**src/rtl/wps_pkg.sv**
```systemverilog
// ----------------------------------------------------------------------------
// wps_pkg
// Shared types and constants of the waypoint sequencer: command and status
// codes, payload structs, configuration record and sizing constants.
// ----------------------------------------------------------------------------
`default_nettype none

package wps_pkg;

  localparam int MAX_WAYPOINTS = 256;
  localparam int IDX_W         = $clog2(MAX_WAYPOINTS);
  localparam int CNT_W         = $clog2(MAX_WAYPOINTS + 1);
  localparam int COORD_W       = 32;
  localparam int STAMP_W       = 40;
  localparam int RADIUS_W      = 31;
  localparam int TIME_CFG_W    = 32;
  localparam int INDEX_OUT_W   = 8;
  localparam int CFG_DATA_W    = 32;
  localparam int CFG_INDEX_W   = 2;
  localparam int QUEUE_DEPTH   = 2;
  localparam int QPTR_W        = $clog2(QUEUE_DEPTH);
  localparam int QFILL_W       = $clog2(QUEUE_DEPTH + 1);

  localparam logic [CNT_W-1:0] MAX_CNT = CNT_W'(MAX_WAYPOINTS);

  localparam logic [RADIUS_W-1:0]   RST_REACH_RADIUS    = RADIUS_W'(32768);
  localparam logic [RADIUS_W-1:0]   RST_HEIGHT_BOUND    = RADIUS_W'(327680);
  localparam logic [TIME_CFG_W-1:0] RST_DWELL_MS        = TIME_CFG_W'(0);
  localparam logic [TIME_CFG_W-1:0] RST_FRAME_PERIOD_MS = TIME_CFG_W'(200);

  typedef enum logic [1:0] {
    CMD_APPEND = 2'd0,
    CMD_POSE   = 2'd1,
    CMD_CLEAR  = 2'd2,
    CMD_NOP    = 2'd3
  } cmd_e;

  typedef enum logic [1:0] {
    ST_OK    = 2'd0,
    ST_FULL  = 2'd1,
    ST_EMPTY = 2'd2
  } status_e;

  typedef enum logic [CFG_INDEX_W-1:0] {
    CFG_REACH_RADIUS    = 2'd0,
    CFG_HEIGHT_BOUND    = 2'd1,
    CFG_DWELL_MS        = 2'd2,
    CFG_FRAME_PERIOD_MS = 2'd3
  } cfg_idx_e;

  typedef enum logic [2:0] {
    BK_IDLE,
    BK_MUL,
    BK_EVAL,
    BK_LOAD,
    BK_RESP
  } bk_state_e;

  typedef struct packed {
    logic [1:0]                cmd;
    logic signed [COORD_W-1:0] coord_x;
    logic signed [COORD_W-1:0] coord_y;
    logic signed [COORD_W-1:0] coord_z;
    logic [STAMP_W-1:0]        stamp_ms;
  } in_item_t;

  typedef struct packed {
    logic [1:0]                status;
    logic [INDEX_OUT_W-1:0]    target_index;
    logic                      dwelling;
    logic                      frame_tick;
    logic                      send_target;
    logic signed [COORD_W-1:0] target_x;
    logic signed [COORD_W-1:0] target_y;
    logic signed [COORD_W-1:0] target_z;
  } out_item_t;

  typedef struct packed {
    logic signed [COORD_W-1:0] x;
    logic signed [COORD_W-1:0] y;
    logic signed [COORD_W-1:0] z;
  } point_t;

  typedef struct packed {
    cmd_e               kind;
    point_t             pos;
    logic [STAMP_W-1:0] stamp_ms;
  } wp_item_t;

  typedef struct packed {
    logic [RADIUS_W-1:0]   reach_radius;
    logic [RADIUS_W-1:0]   height_bound;
    logic [TIME_CFG_W-1:0] dwell_ms;
    logic [TIME_CFG_W-1:0] frame_period_ms;
  } cfg_t;

endpackage

`default_nettype wire

```
**src/rtl/wps_front.sv**
```systemverilog
// ----------------------------------------------------------------------------
// wps_front
// Input side: takes command items, decodes the command and holds them in a
// short queue until the sequencing back end picks them up.
// ----------------------------------------------------------------------------
`default_nettype none

module wps_front import wps_pkg::*; (
  input  logic     clk_i,
  input  logic     rst_ni,
  input  logic     in_valid_i,
  output logic     in_stall_o,
  input  in_item_t in_data_i,
  output logic     q_valid_o,
  output wp_item_t q_item_o,
  input  logic     q_pop_i
);

  wp_item_t            slot_q [QUEUE_DEPTH];
  logic [QPTR_W-1:0]   wr_ptr_q, wr_ptr_d;
  logic [QPTR_W-1:0]   rd_ptr_q, rd_ptr_d;
  logic [QFILL_W-1:0]  fill_q, fill_d;
  logic                push;
  logic                pop;
  wp_item_t            push_item;

  always_comb begin
    push_item.kind     = cmd_e'(in_data_i.cmd);
    push_item.pos.x    = in_data_i.coord_x;
    push_item.pos.y    = in_data_i.coord_y;
    push_item.pos.z    = in_data_i.coord_z;
    push_item.stamp_ms = in_data_i.stamp_ms;
  end

  assign in_stall_o = (fill_q == QFILL_W'(QUEUE_DEPTH));
  assign q_valid_o  = (fill_q != '0);
  assign q_item_o   = slot_q[rd_ptr_q];
  assign push       = in_valid_i && !in_stall_o;
  assign pop        = q_pop_i && q_valid_o;

  always_comb begin
    wr_ptr_d = wr_ptr_q;
    rd_ptr_d = rd_ptr_q;
    fill_d   = fill_q;
    if (push) begin
      wr_ptr_d = wr_ptr_q + QPTR_W'(1);
    end
    if (pop) begin
      rd_ptr_d = rd_ptr_q + QPTR_W'(1);
    end
    unique case ({push, pop})
      2'b10:   fill_d = fill_q + QFILL_W'(1);
      2'b01:   fill_d = fill_q - QFILL_W'(1);
      default: fill_d = fill_q;
    endcase
  end

  always_ff @(posedge clk_i or negedge rst_ni) begin
    if (!rst_ni) begin
      wr_ptr_q <= '0;
      rd_ptr_q <= '0;
      fill_q   <= '0;
    end else begin
      wr_ptr_q <= wr_ptr_d;
      rd_ptr_q <= rd_ptr_d;
      fill_q   <= fill_d;
    end
  end

  always_ff @(posedge clk_i) begin
    if (push) begin
      slot_q[wr_ptr_q] <= push_item;
    end
  end

endmodule

`default_nettype wire

```
**config.mk**
```make
export PLATFORM = sky130hd
export DESIGN_NAME = wps_front
export DESIGN_NICKNAME = d
export VERILOG_FILES = /design/src/rtl/wps_pkg.sv /design/src/rtl/wps_front.sv
export SDC_FILE = /design/constraint.sdc
export NUM_CORES = 1
export LEC_CHECK = 0
export BUFFER_PORTS_ARGS = -buffer_cell sky130_fd_sc_hd__buf_2
export CAP_MARGIN = 40
export CORE_AREA = 2 2 151 153
export DETAILED_ROUTE_END_ITERATION = 16
export DIE_AREA = 0 0 153 155
export PLACE_DENSITY = 0.73
export SYNTH_ARGS = -nofsm -noshare
export SYNTH_HDL_FRONTEND = slang
export SYNTH_SLANG_ARGS = --single-unit
```
**constraint.sdc**
```tcl
create_clock -name clk_i -period 7.25 [get_ports clk_i]
set_input_delay 1.0875 -clock clk_i [delete_from_list [all_inputs] [get_ports clk_i]]
set_output_delay 1.0875 -clock clk_i [all_outputs]
set_load 0.005 [all_outputs]
```
==> flow_results.org, run 1 <==
** Critical path
- Crit path max-delay family :: buffers and inverters
- Depth of the worst register-to-register path :: 4
- Element type at the critical path end :: output port
- Traced cell by cell, the critical path runs through buf_4 -> mux2_2 -> buf_2.
- Peak per-stage delay on the critical path :: 0.69 ns
- In this run the worst path has a maximum fanout of 66.
- Counting both buffers and inverters, the worst setup path holds a total of 2.
- Across all register-to-register paths, the minimum setup slack is 4.72 ns.
- Required time of the critical path :: 6.16 ns
- Start of the worst register-to-register path :: fill_q[0]$_DFFE_PN0P_
- Critical path data arrival time :: 2.32 ns
- Startpoint Class :: register
- The setup path with the least slack is of type reg -> out.
- The worst register-to-register path ends at slot_q[1][55]$_DFFE_PP_.
- Slowest CP cell :: sky130_fd_sc_hd__buf_4
- Tracing the worst setup path back leads to its startpoint at rd_ptr_q$_DFFE_PN0P_.

** Routing
- DRC violations left :: 0
- Total iterations of the first detailed-routing run :: 4
- Antenna violation net count after detailed routing :: 0
- Via total after detailed routing :: 5210
- The detailed router finished its first iteration with 275 violations.
- Using the TritonRoute via totals, the vias-per-cell ratio works out to 4.93.
- Dividing the detail-routed wire length by the instance count gives 18.4 µm.
- Wires add up to 19.4 mm.

** Timing
- Top achievable clock speed :: 293 MHz
- Setup violations remaining at the end of the flow were counted as 0.
- Setup repair after global routing left no endpoint under its margin.
- Transition time at the pin with the least slew margin :: 0.907 ns
- Adding up every negative setup slack in the final design gives 0 ns.
- The final number of max-transition violations was 0.
- Final clock period utilization by the worst path :: 47.0%
- Between clock sinks in the finished design, the worst skew comes to 0.00740 ns.
- Fin crit period :: 3.41 ns
- Total count of hold-check failures in the final report :: 0
- Max_slew headroom :: 39.5%

** Status
- Run status :: complete, no violations

** Place
- Summing all placed instances gives a cell area of 0.0119 mm².
- The congestion estimate from routability-driven global placement came to 0.782.
- DP HPWL :: 13.0 mm
- Port Buffers :: 281

** Final layout
- Relative area change from synthesis to final layout :: 25.2%
- Net count, final :: 892
- Share of cells above drive strength 1 :: 60.1%
- In the final layout, flip-flops and latches occupy 0.00839 mm².
- Measured on the finished design, the core utilization comes to 57.4%.
- Once layout is done, the placed cells without fillers occupy 0.0127 mm².
- Number of fill cells in the layout :: 1688
- Area used by multi-input combinational logic :: 0.00166 mm²

** Floorplanning
- From bottom edge to top edge, the die measures 155 µm.
- Area enclosed by the die boundary :: 0.0237 mm²
- Boundary Pins :: 282
- FP Rows :: 55
- Placeable core region :: 0.0222 mm²
- The die is 153 µm wide.
- Starting utilization of the core area :: 45.8%

** GRT
- The number of antenna violations at the first check in global routing came to 5.
- Grt total ovfl :: 0
- Wire length of the first global-routing pass :: 29.4 mm
- Entering global routing, the biggest net connects 70 pins.
- Met1 routing resource usage after global routing :: 18.6%
- The via count of the first global-routing pass came to 5559.
- All-layer global routing usage :: 15.7%
- met2 is the most crowded layer.
- Global routing consumed, on the met3 layer, 5.77% of the routing resources.
- In the global route stage, met2 resource usage came out at 26.6%.

** Synthesis
- Most area-hungry cell type in the Yosys netlist :: sky130_fd_sc_hd__edfxtp_1
- Net count after synthesis :: 590
- Yosys instantiated no cell more often than sky130_fd_sc_hd__edfxtp_1.
- Synthesis produced 447 cells.
- In this run the mean area of a mapped cell was 22.8 µm².
- After synthesis the netlist holds a flip-flop and latch count of 280.
- Counting distinct cell types in the post-synthesis netlist gives 16.
- Leading post-synthesis cells by cell area :: sky130_fd_sc_hd__edfxtp_1, sky130_fd_sc_hd__mux2_2, sky130_fd_sc_hd__buf_6, sky130_fd_sc_hd__dfrtp_1, sky130_fd_sc_hd__xnor2_1
- Synth Warn # :: 0
- For this run, the leading register cell type out of synthesis is sky130_fd_sc_hd__edfxtp_1.
- In the synthesized netlist the async set-or-reset flop fraction comes to 1.43%.
- Post-synthesis cell area :: 0.0102 mm²
- Most frequent cells after synthesis :: sky130_fd_sc_hd__edfxtp_1, sky130_fd_sc_hd__mux2_2, sky130_fd_sc_hd__buf_6
- The share of synthesized area in the top cell type comes to 81.4%.
- Number of enable-type register cells in the synthesized netlist :: 276
- Sequential cells were found to cover 82.3% of the synthesized design area.

** Flow run
- Max Cap Viol :: 0

** Clocking
- After clock tree synthesis, the clock-pin slew on the worst setup and hold paths is 0.06 ns.
- TritonCTS built the clock tree.
- Clock tree synthesis selected as its root buffer the cell sky130_fd_sc_hd__clkbuf_16.
- The clock reaches the later pin of the worst-skew pair after 0.52 ns.
- In this run, post-CTS hold repair placed 0 buffers.
- Once the clock tree was built, the resizer swapped 0 gates to a different size.
- Post-CTS Setup Bufs :: 0
- In this run the number of H-tree levels came out at 1.
- The clock net in this run drives a total of 280 sinks.
- Clock tree buffer depth :: 3
- CTS buffer count :: 27

** Pwr
- In this run the power density over the cells is 390 mW/mm².
- Standby leakage power :: 4.76 nW
- Peak supply drop :: 0.260 mV

** Worst hold path
- Hold Crit Class :: in -> async
[cells in the final DEF (no fill, tap or decap), types with 3 or more instances in the layout]
| master | count |
|---|---|
| sky130_fd_sc_hd__buf_2 | 281 |
| sky130_fd_sc_hd__mux2_2 | 138 |
| sky130_fd_sc_hd__buf_16 | 3 |
| sky130_fd_sc_hd__clkbuf_1 | 7 |
| sky130_fd_sc_hd__edfxtp_1 | 276 |
| sky130_fd_sc_hd__dfrtp_1 | 3 |
| sky130_fd_sc_hd__clkinv_2 | 3 |
| sky130_fd_sc_hd__xnor2_1 | 3 |
| sky130_fd_sc_hd__clkbuf_16 | 27 |
| sky130_fd_sc_hd__buf_4 | 4 |
| sky130_fd_sc_hd__clkinv_1 | 10 |
[registers in the layout, summed over array words and instances, names as in the netlist]
| name | flops |
|---|---|
| fill_q | 2 |
| rd_ptr_q | 1 |
| slot_q | 276 |
| wr_ptr_q | 1 |
[worst max path at each step]
stage                              end  slack, ns  depth (start not counted)
5_1_grt                   q_item_o[74]       3.72                          3
6_report                  q_item_o[76]       3.84                          3
3_3_place_gp              q_item_o[76]       3.71                          3
3_5_place_dp   slot_q[1][42]$_DFFE_PP_       4.16                          4
4_1_cts                   q_item_o[74]       3.80                          3
2_1_floorplan   slot_q[0][0]$_DFFE_PP_       2.03                          2
[report_power, final]
part / total [mW] / leakage, nW / switching [mW] / internal (mW)
sequential: 2.31 / 2.61 / 0.0944 / 2.22
combinational: 1.37 / 1.75 / 0.692 / 0.678
clock: 1.29 / 0.397 / 0.538 / 0.750
total: 4.97 / 4.76 / 1.32 / 3.64
[cell families (layout without fill, tap and decap cells)]
| family | after synthesis | in the layout | share of synthesized area (%) |
|---|---|---|---|
| and+or+nand+nor | 7 | 7 | 0.356 |
| adders and majority gates | 1 | 1 | 0.123 |
| DFF | 280 | 280 | 82.3 |
| xor gates and xnor gates | 5 | 5 | 0.430 |
| muxes | 138 | 138 | 15.3 |
| other | 0 | 2 | 0 |
| buffers and inverters | 16 | 338 | 1.50 |
[per-stage QoR]
stage / power [mW] / worst slack (ns) / std cells / hold WS, ns
2_1_floorplan: 3.20 / 2.03 / 447 / 0.456
3_3_place_gp: 3.64 / 3.71 / 1002 / 0.471
3_5_place_dp: 3.73 / 4.16 / 1005 / 0.521
4_1_cts: 5.04 / 3.80 / 1054 / 0.345
5_1_grt: 5.22 / 3.72 / 1055 / 0.352
6_report: 4.97 / 3.84 / 1056 / 0.368
[routing by layer]
layer | vias to the layer above | share of wire, % | wire length, µm
met4 | 4 | 2.7 | 530
met2 | 216 | 50 | 9650
met3 | 46 | 8.8 | 1720
li1 | 2388 | - | -
met1 | 2556 | 39 | 7520
met5 | - | 0.12 | 24
[area by class of cell]
class                      count  share of cell area (%)
antenna                        2                  0.0393
clock buffer                  34                    5.51
clock inverter                15                   0.883
inverter                       1                  0.0294
multi-input combinational    151                    13.0
sequential                   280                    65.8
tap                          285                    2.80
timing repair buffer         288                    11.9
Power figures use the tool's default switching activity.
==> run 2: changes to the inputs <==
clock period = 2.9 ns   (was 7.25 ns; I/O delays follow)
==> run 2 against run 1 <==
Clock power increased to 2.7 times the previous value. Non-clock buffer count increased by 1. Via count increased by 0.21%. Sequential share of layout area decreased by 0.58 points. Final cell count increased by 0.19%. First-iteration DRC count decreased by 20%. Power increased to 2.5 times the previous value. Setup slack got worse by 3.5 ns. Sequential cell count unchanged. Count of clock-buffer cells in the layout increased by 1. Largest power group unchanged. Register-to-register slack got worse by 3.5 ns. Global-route usage decreased by 0.34 points.
==> flow_results.org, run 2 (same netlist as run 1, synthesis figures left out) <==
** Flow run
- The count of max-cap constraint violations was 0 (unchanged).

** Final layout
- The number of standard cells in the final layout excluding fillers was 1058 (+0.19%).
- The number of flip-flops in the largest register came to 276 (unchanged).
- The register with the most flip-flops in the final layout is slot_q.
- Commonest cells after routing, fill and taps aside :: sky130_fd_sc_hd__buf_2, sky130_fd_sc_hd__edfxtp_1, sky130_fd_sc_hd__mux2_2
- Compared with the post-synthesis result, the final layout area differs by 26.3%.
- Net count, final :: 894 (+0.22%)
- The fraction of final layout cells with drive strength greater than 1 is 60.6% (+0.49 points).
- The library cell used most frequently in the layout, excluding fill and tap cells, is sky130_fd_sc_hd__buf_2.
- The largest registers in the layout are slot_q x276, fill_q x2.

** GRT
- Met2 Use GR :: 28.0% (+1.4 points)
- All-layer global routing usage :: 15.3% (-0.34 points)
- Number of antenna violations at the first check in global routing :: 4 (-1)
- Wire length of the first global-routing pass :: 28.8 mm (-2.2%)
- Most crowded layer after global routing :: met2
- The maximum number of pins on one net before global-route repair is 78 (+11%).
- Grt total ovfl :: 0 (unchanged)
- The via count of the first global-routing pass was 5595 (+0.65%).
- The met1 usage is 17.1% (-1.5 points).
- The met3 track demand over resource in global routing was 4.93% (-0.84 points).

** Critical path
- Maximum net fanout on the critical path :: 26 (-61%)
- Crit path kind :: reg -> out
- The worst path arrival time came to 2.10 ns (-0.22 ns).
- The required time of the critical path was 2.47 ns (-3.69 ns).
- STA classifies the critical path startpoint as a register.
- Element type at the critical path end :: output port

** Clocking
- Clk root buf :: sky130_fd_sc_hd__clkbuf_16
- CTS H-tree depth :: 1 (unchanged)
- Post-CTS Setup Bufs :: 0 (unchanged)
- The count of hold buffers inserted by post-cts repair came to 1 (+1).
- Clock sink count :: 280 (unchanged)
- Number of cells upsized or downsized after cts :: 0 (unchanged)
- Clock tree buffer depth :: 3 (unchanged)
- CTS clk-pin slew, worst paths :: 0.06 ns (about the same)
- TritonCTS built the clock tree.
- CTS buffer count :: 28 (+3.7%)
- The latest clock arrival within the worst-skew pair is 0.52 ns (about the same).

** Floorplanning
- FP Rows :: 55 (unchanged)
- The horizontal die dimension is 153 µm (unchanged).
- Boundary Pins :: 282 (unchanged)
- The effective utilization at floorplan came to 45.8% (unchanged).
- The height of the chip was 155 µm (unchanged).
- Placeable core region :: 0.0222 mm² (unchanged)
- The overall die area is 0.0237 mm² (unchanged).

** Pwr
- Part of the total power dissipated in the clock network :: 27.2% (+1.3 points)
- Psw :: 3.32 mW (+150%)
- Combinational cell fraction of total power :: 26.9% (-0.7 points)
- The worst vdd rail ir drop was 0.621 mV (+140%).
- The fraction of power spent switching nets is 26.3% (-0.39 points).
- The total power per unit cell area is 984 mW/mm² (+150%).
- The part of the total power dissipated in sequential elements came to 45.9% (-0.6 points).
- The static leakage power is 4.81 nW (+1.0%).
- The internal portion of total power is 9.33 mW (+160%).

** Timing
- The setup TNS after final layout was 0 ns (unchanged).
- Top achievable clock speed :: 394 MHz
- The final number of max-transition violations was 0 (unchanged).
- Max_slew headroom :: 69.7% (+30 points)
- The worst path uses 87.4% of the clock period.
- Unrepaired setup endpoints after global routing :: no
- Subtracting the final worst setup slack from the clock period gives 2.54 ns.
- Fin Hold WS :: 0.0991 ns (-0.269 ns)
- The worst setup skew after layout came to 0.00940 ns (+0.00200 ns).
- The slew of the pin with the lowest slew margin came to 0.454 ns (-0.453 ns).
- Total count of hold-check failures in the final report :: 0 (unchanged)
- The total of endpoints with negative setup slack in the final report came to 0 (unchanged).

** Routing
- Final routed wire length divided by cell count :: 18.1 µm (-1.9%)
- Via total after detailed routing :: 5221 (+0.21%)
- The detailed-route vias per instance was 4.93 (about the same).
- Final wirelength :: 19.1 mm (-1.7%)
- Total iterations of the first detailed-routing run :: 6 (+2)
- DRC violations left :: 0 (unchanged)
- First-iteration detailed-routing DRC count :: 219 (-20%)
- Antenna violation net count after detailed routing :: 0 (unchanged)

** Place
- Port Buffers :: 281 (unchanged)
- Placed insts :: 1005 (unchanged)
- The estimated wirelength of the detail-placed design is 12.9 mm (-1.1%).
- Gp weighted congestion :: 0.749 (-4.2%)

** Status
- The run finished with clean final reports.

** Worst hold path
- Hold Crit Class :: in -> reg
## run 2: cell count changes in the layout (fill, tap and decap cells not counted), sizes merged
cell	before	now
clkbuf	34	35
dlygate4sd3	0	1
clkinv	13	12
bufinv	2	3
## run 2: power groups by stage
stage | clock, mW | combinational [mW] | sequential (mW)
2_1_floorplan | 0 | 2.15 | 5.80
3_3_place_gp | 0 | 3.37 | 5.84
3_5_place_dp | 0 | 3.46 | 5.90
4_1_cts | 3.53 | 3.48 | 5.82
5_1_grt | 3.70 | 3.69 | 5.88
6_report | 3.44 | 3.40 | 5.81
## run 2: path summary, 6_finish.rpt
check | start | end | slack (ns) | cells past startpoint
setup / recovery | rd_ptr_q$_DFFE_PN0P_ | q_item_o[87] | 0.36 | 3
hold / removal | in_data_i[90] | slot_q[0][90]$_DFFE_PP_ | 0.1 | 1
setup reg to reg | fill_q[0]$_DFFE_PN0P_ | fill_q[1]$_DFFE_PN0P_ | 1.22 | 5
hold reg to reg | fill_q[1]$_DFFE_PN0P_ | fill_q[1]$_DFFE_PN0P_ | 0.56 | 1
max in group asynchronous | rst_ni | rd_ptr_q$_DFFE_PN0P_ | 2.51 | 2
min in group asynchronous | rst_ni | rd_ptr_q$_DFFE_PN0P_ | 0.25 | 2
## run 2: final cells by class
cell class,count,area (µm²)
inverter,1,3.75
multi-input combinational,151,1670
fill,1692,9370
clock buffer,35,748
sequential,280,8390
clock inverter,15,139
antenna,2,5.00
tap,285,357
timing repair buffer,289,1540
## run 2: per-stage QoR
| stage | utilization (%) | power, mW | cell area (µm²) | setup WS [ns] |
|---|---|---|---|---|
| finish | 57.9 | 12.7 | 12900 | 0.364 |
| global route | 57.9 | 13.3 | 12900 | 0.270 |
| CTS | 57.8 | 12.8 | 12900 | 0.333 |
| detailed placement | 53.8 | 9.35 | 12000 | 0.904 |
| global placement | 53.8 | 9.21 | 12000 | 0.951 |
| floorplan | - | 7.96 | 10200 | -0.161 |
## run 2: routing by layer
metal / vias up / routed length [µm]
li1: 2392 / -
met1: 2567 / 7040
met2: 205 / 9960
met3: 51 / 1530
met4: 6 / 537
met5: - / 32
## run 2: worst max-delay path: stages (launching register included)
cell and delay (ns):
sky130_fd_sc_hd__dfrtp_4 0.64, sky130_fd_sc_hd__buf_4 0.39, sky130_fd_sc_hd__mux2_2 0.39, sky130_fd_sc_hd__buf_2 0.13
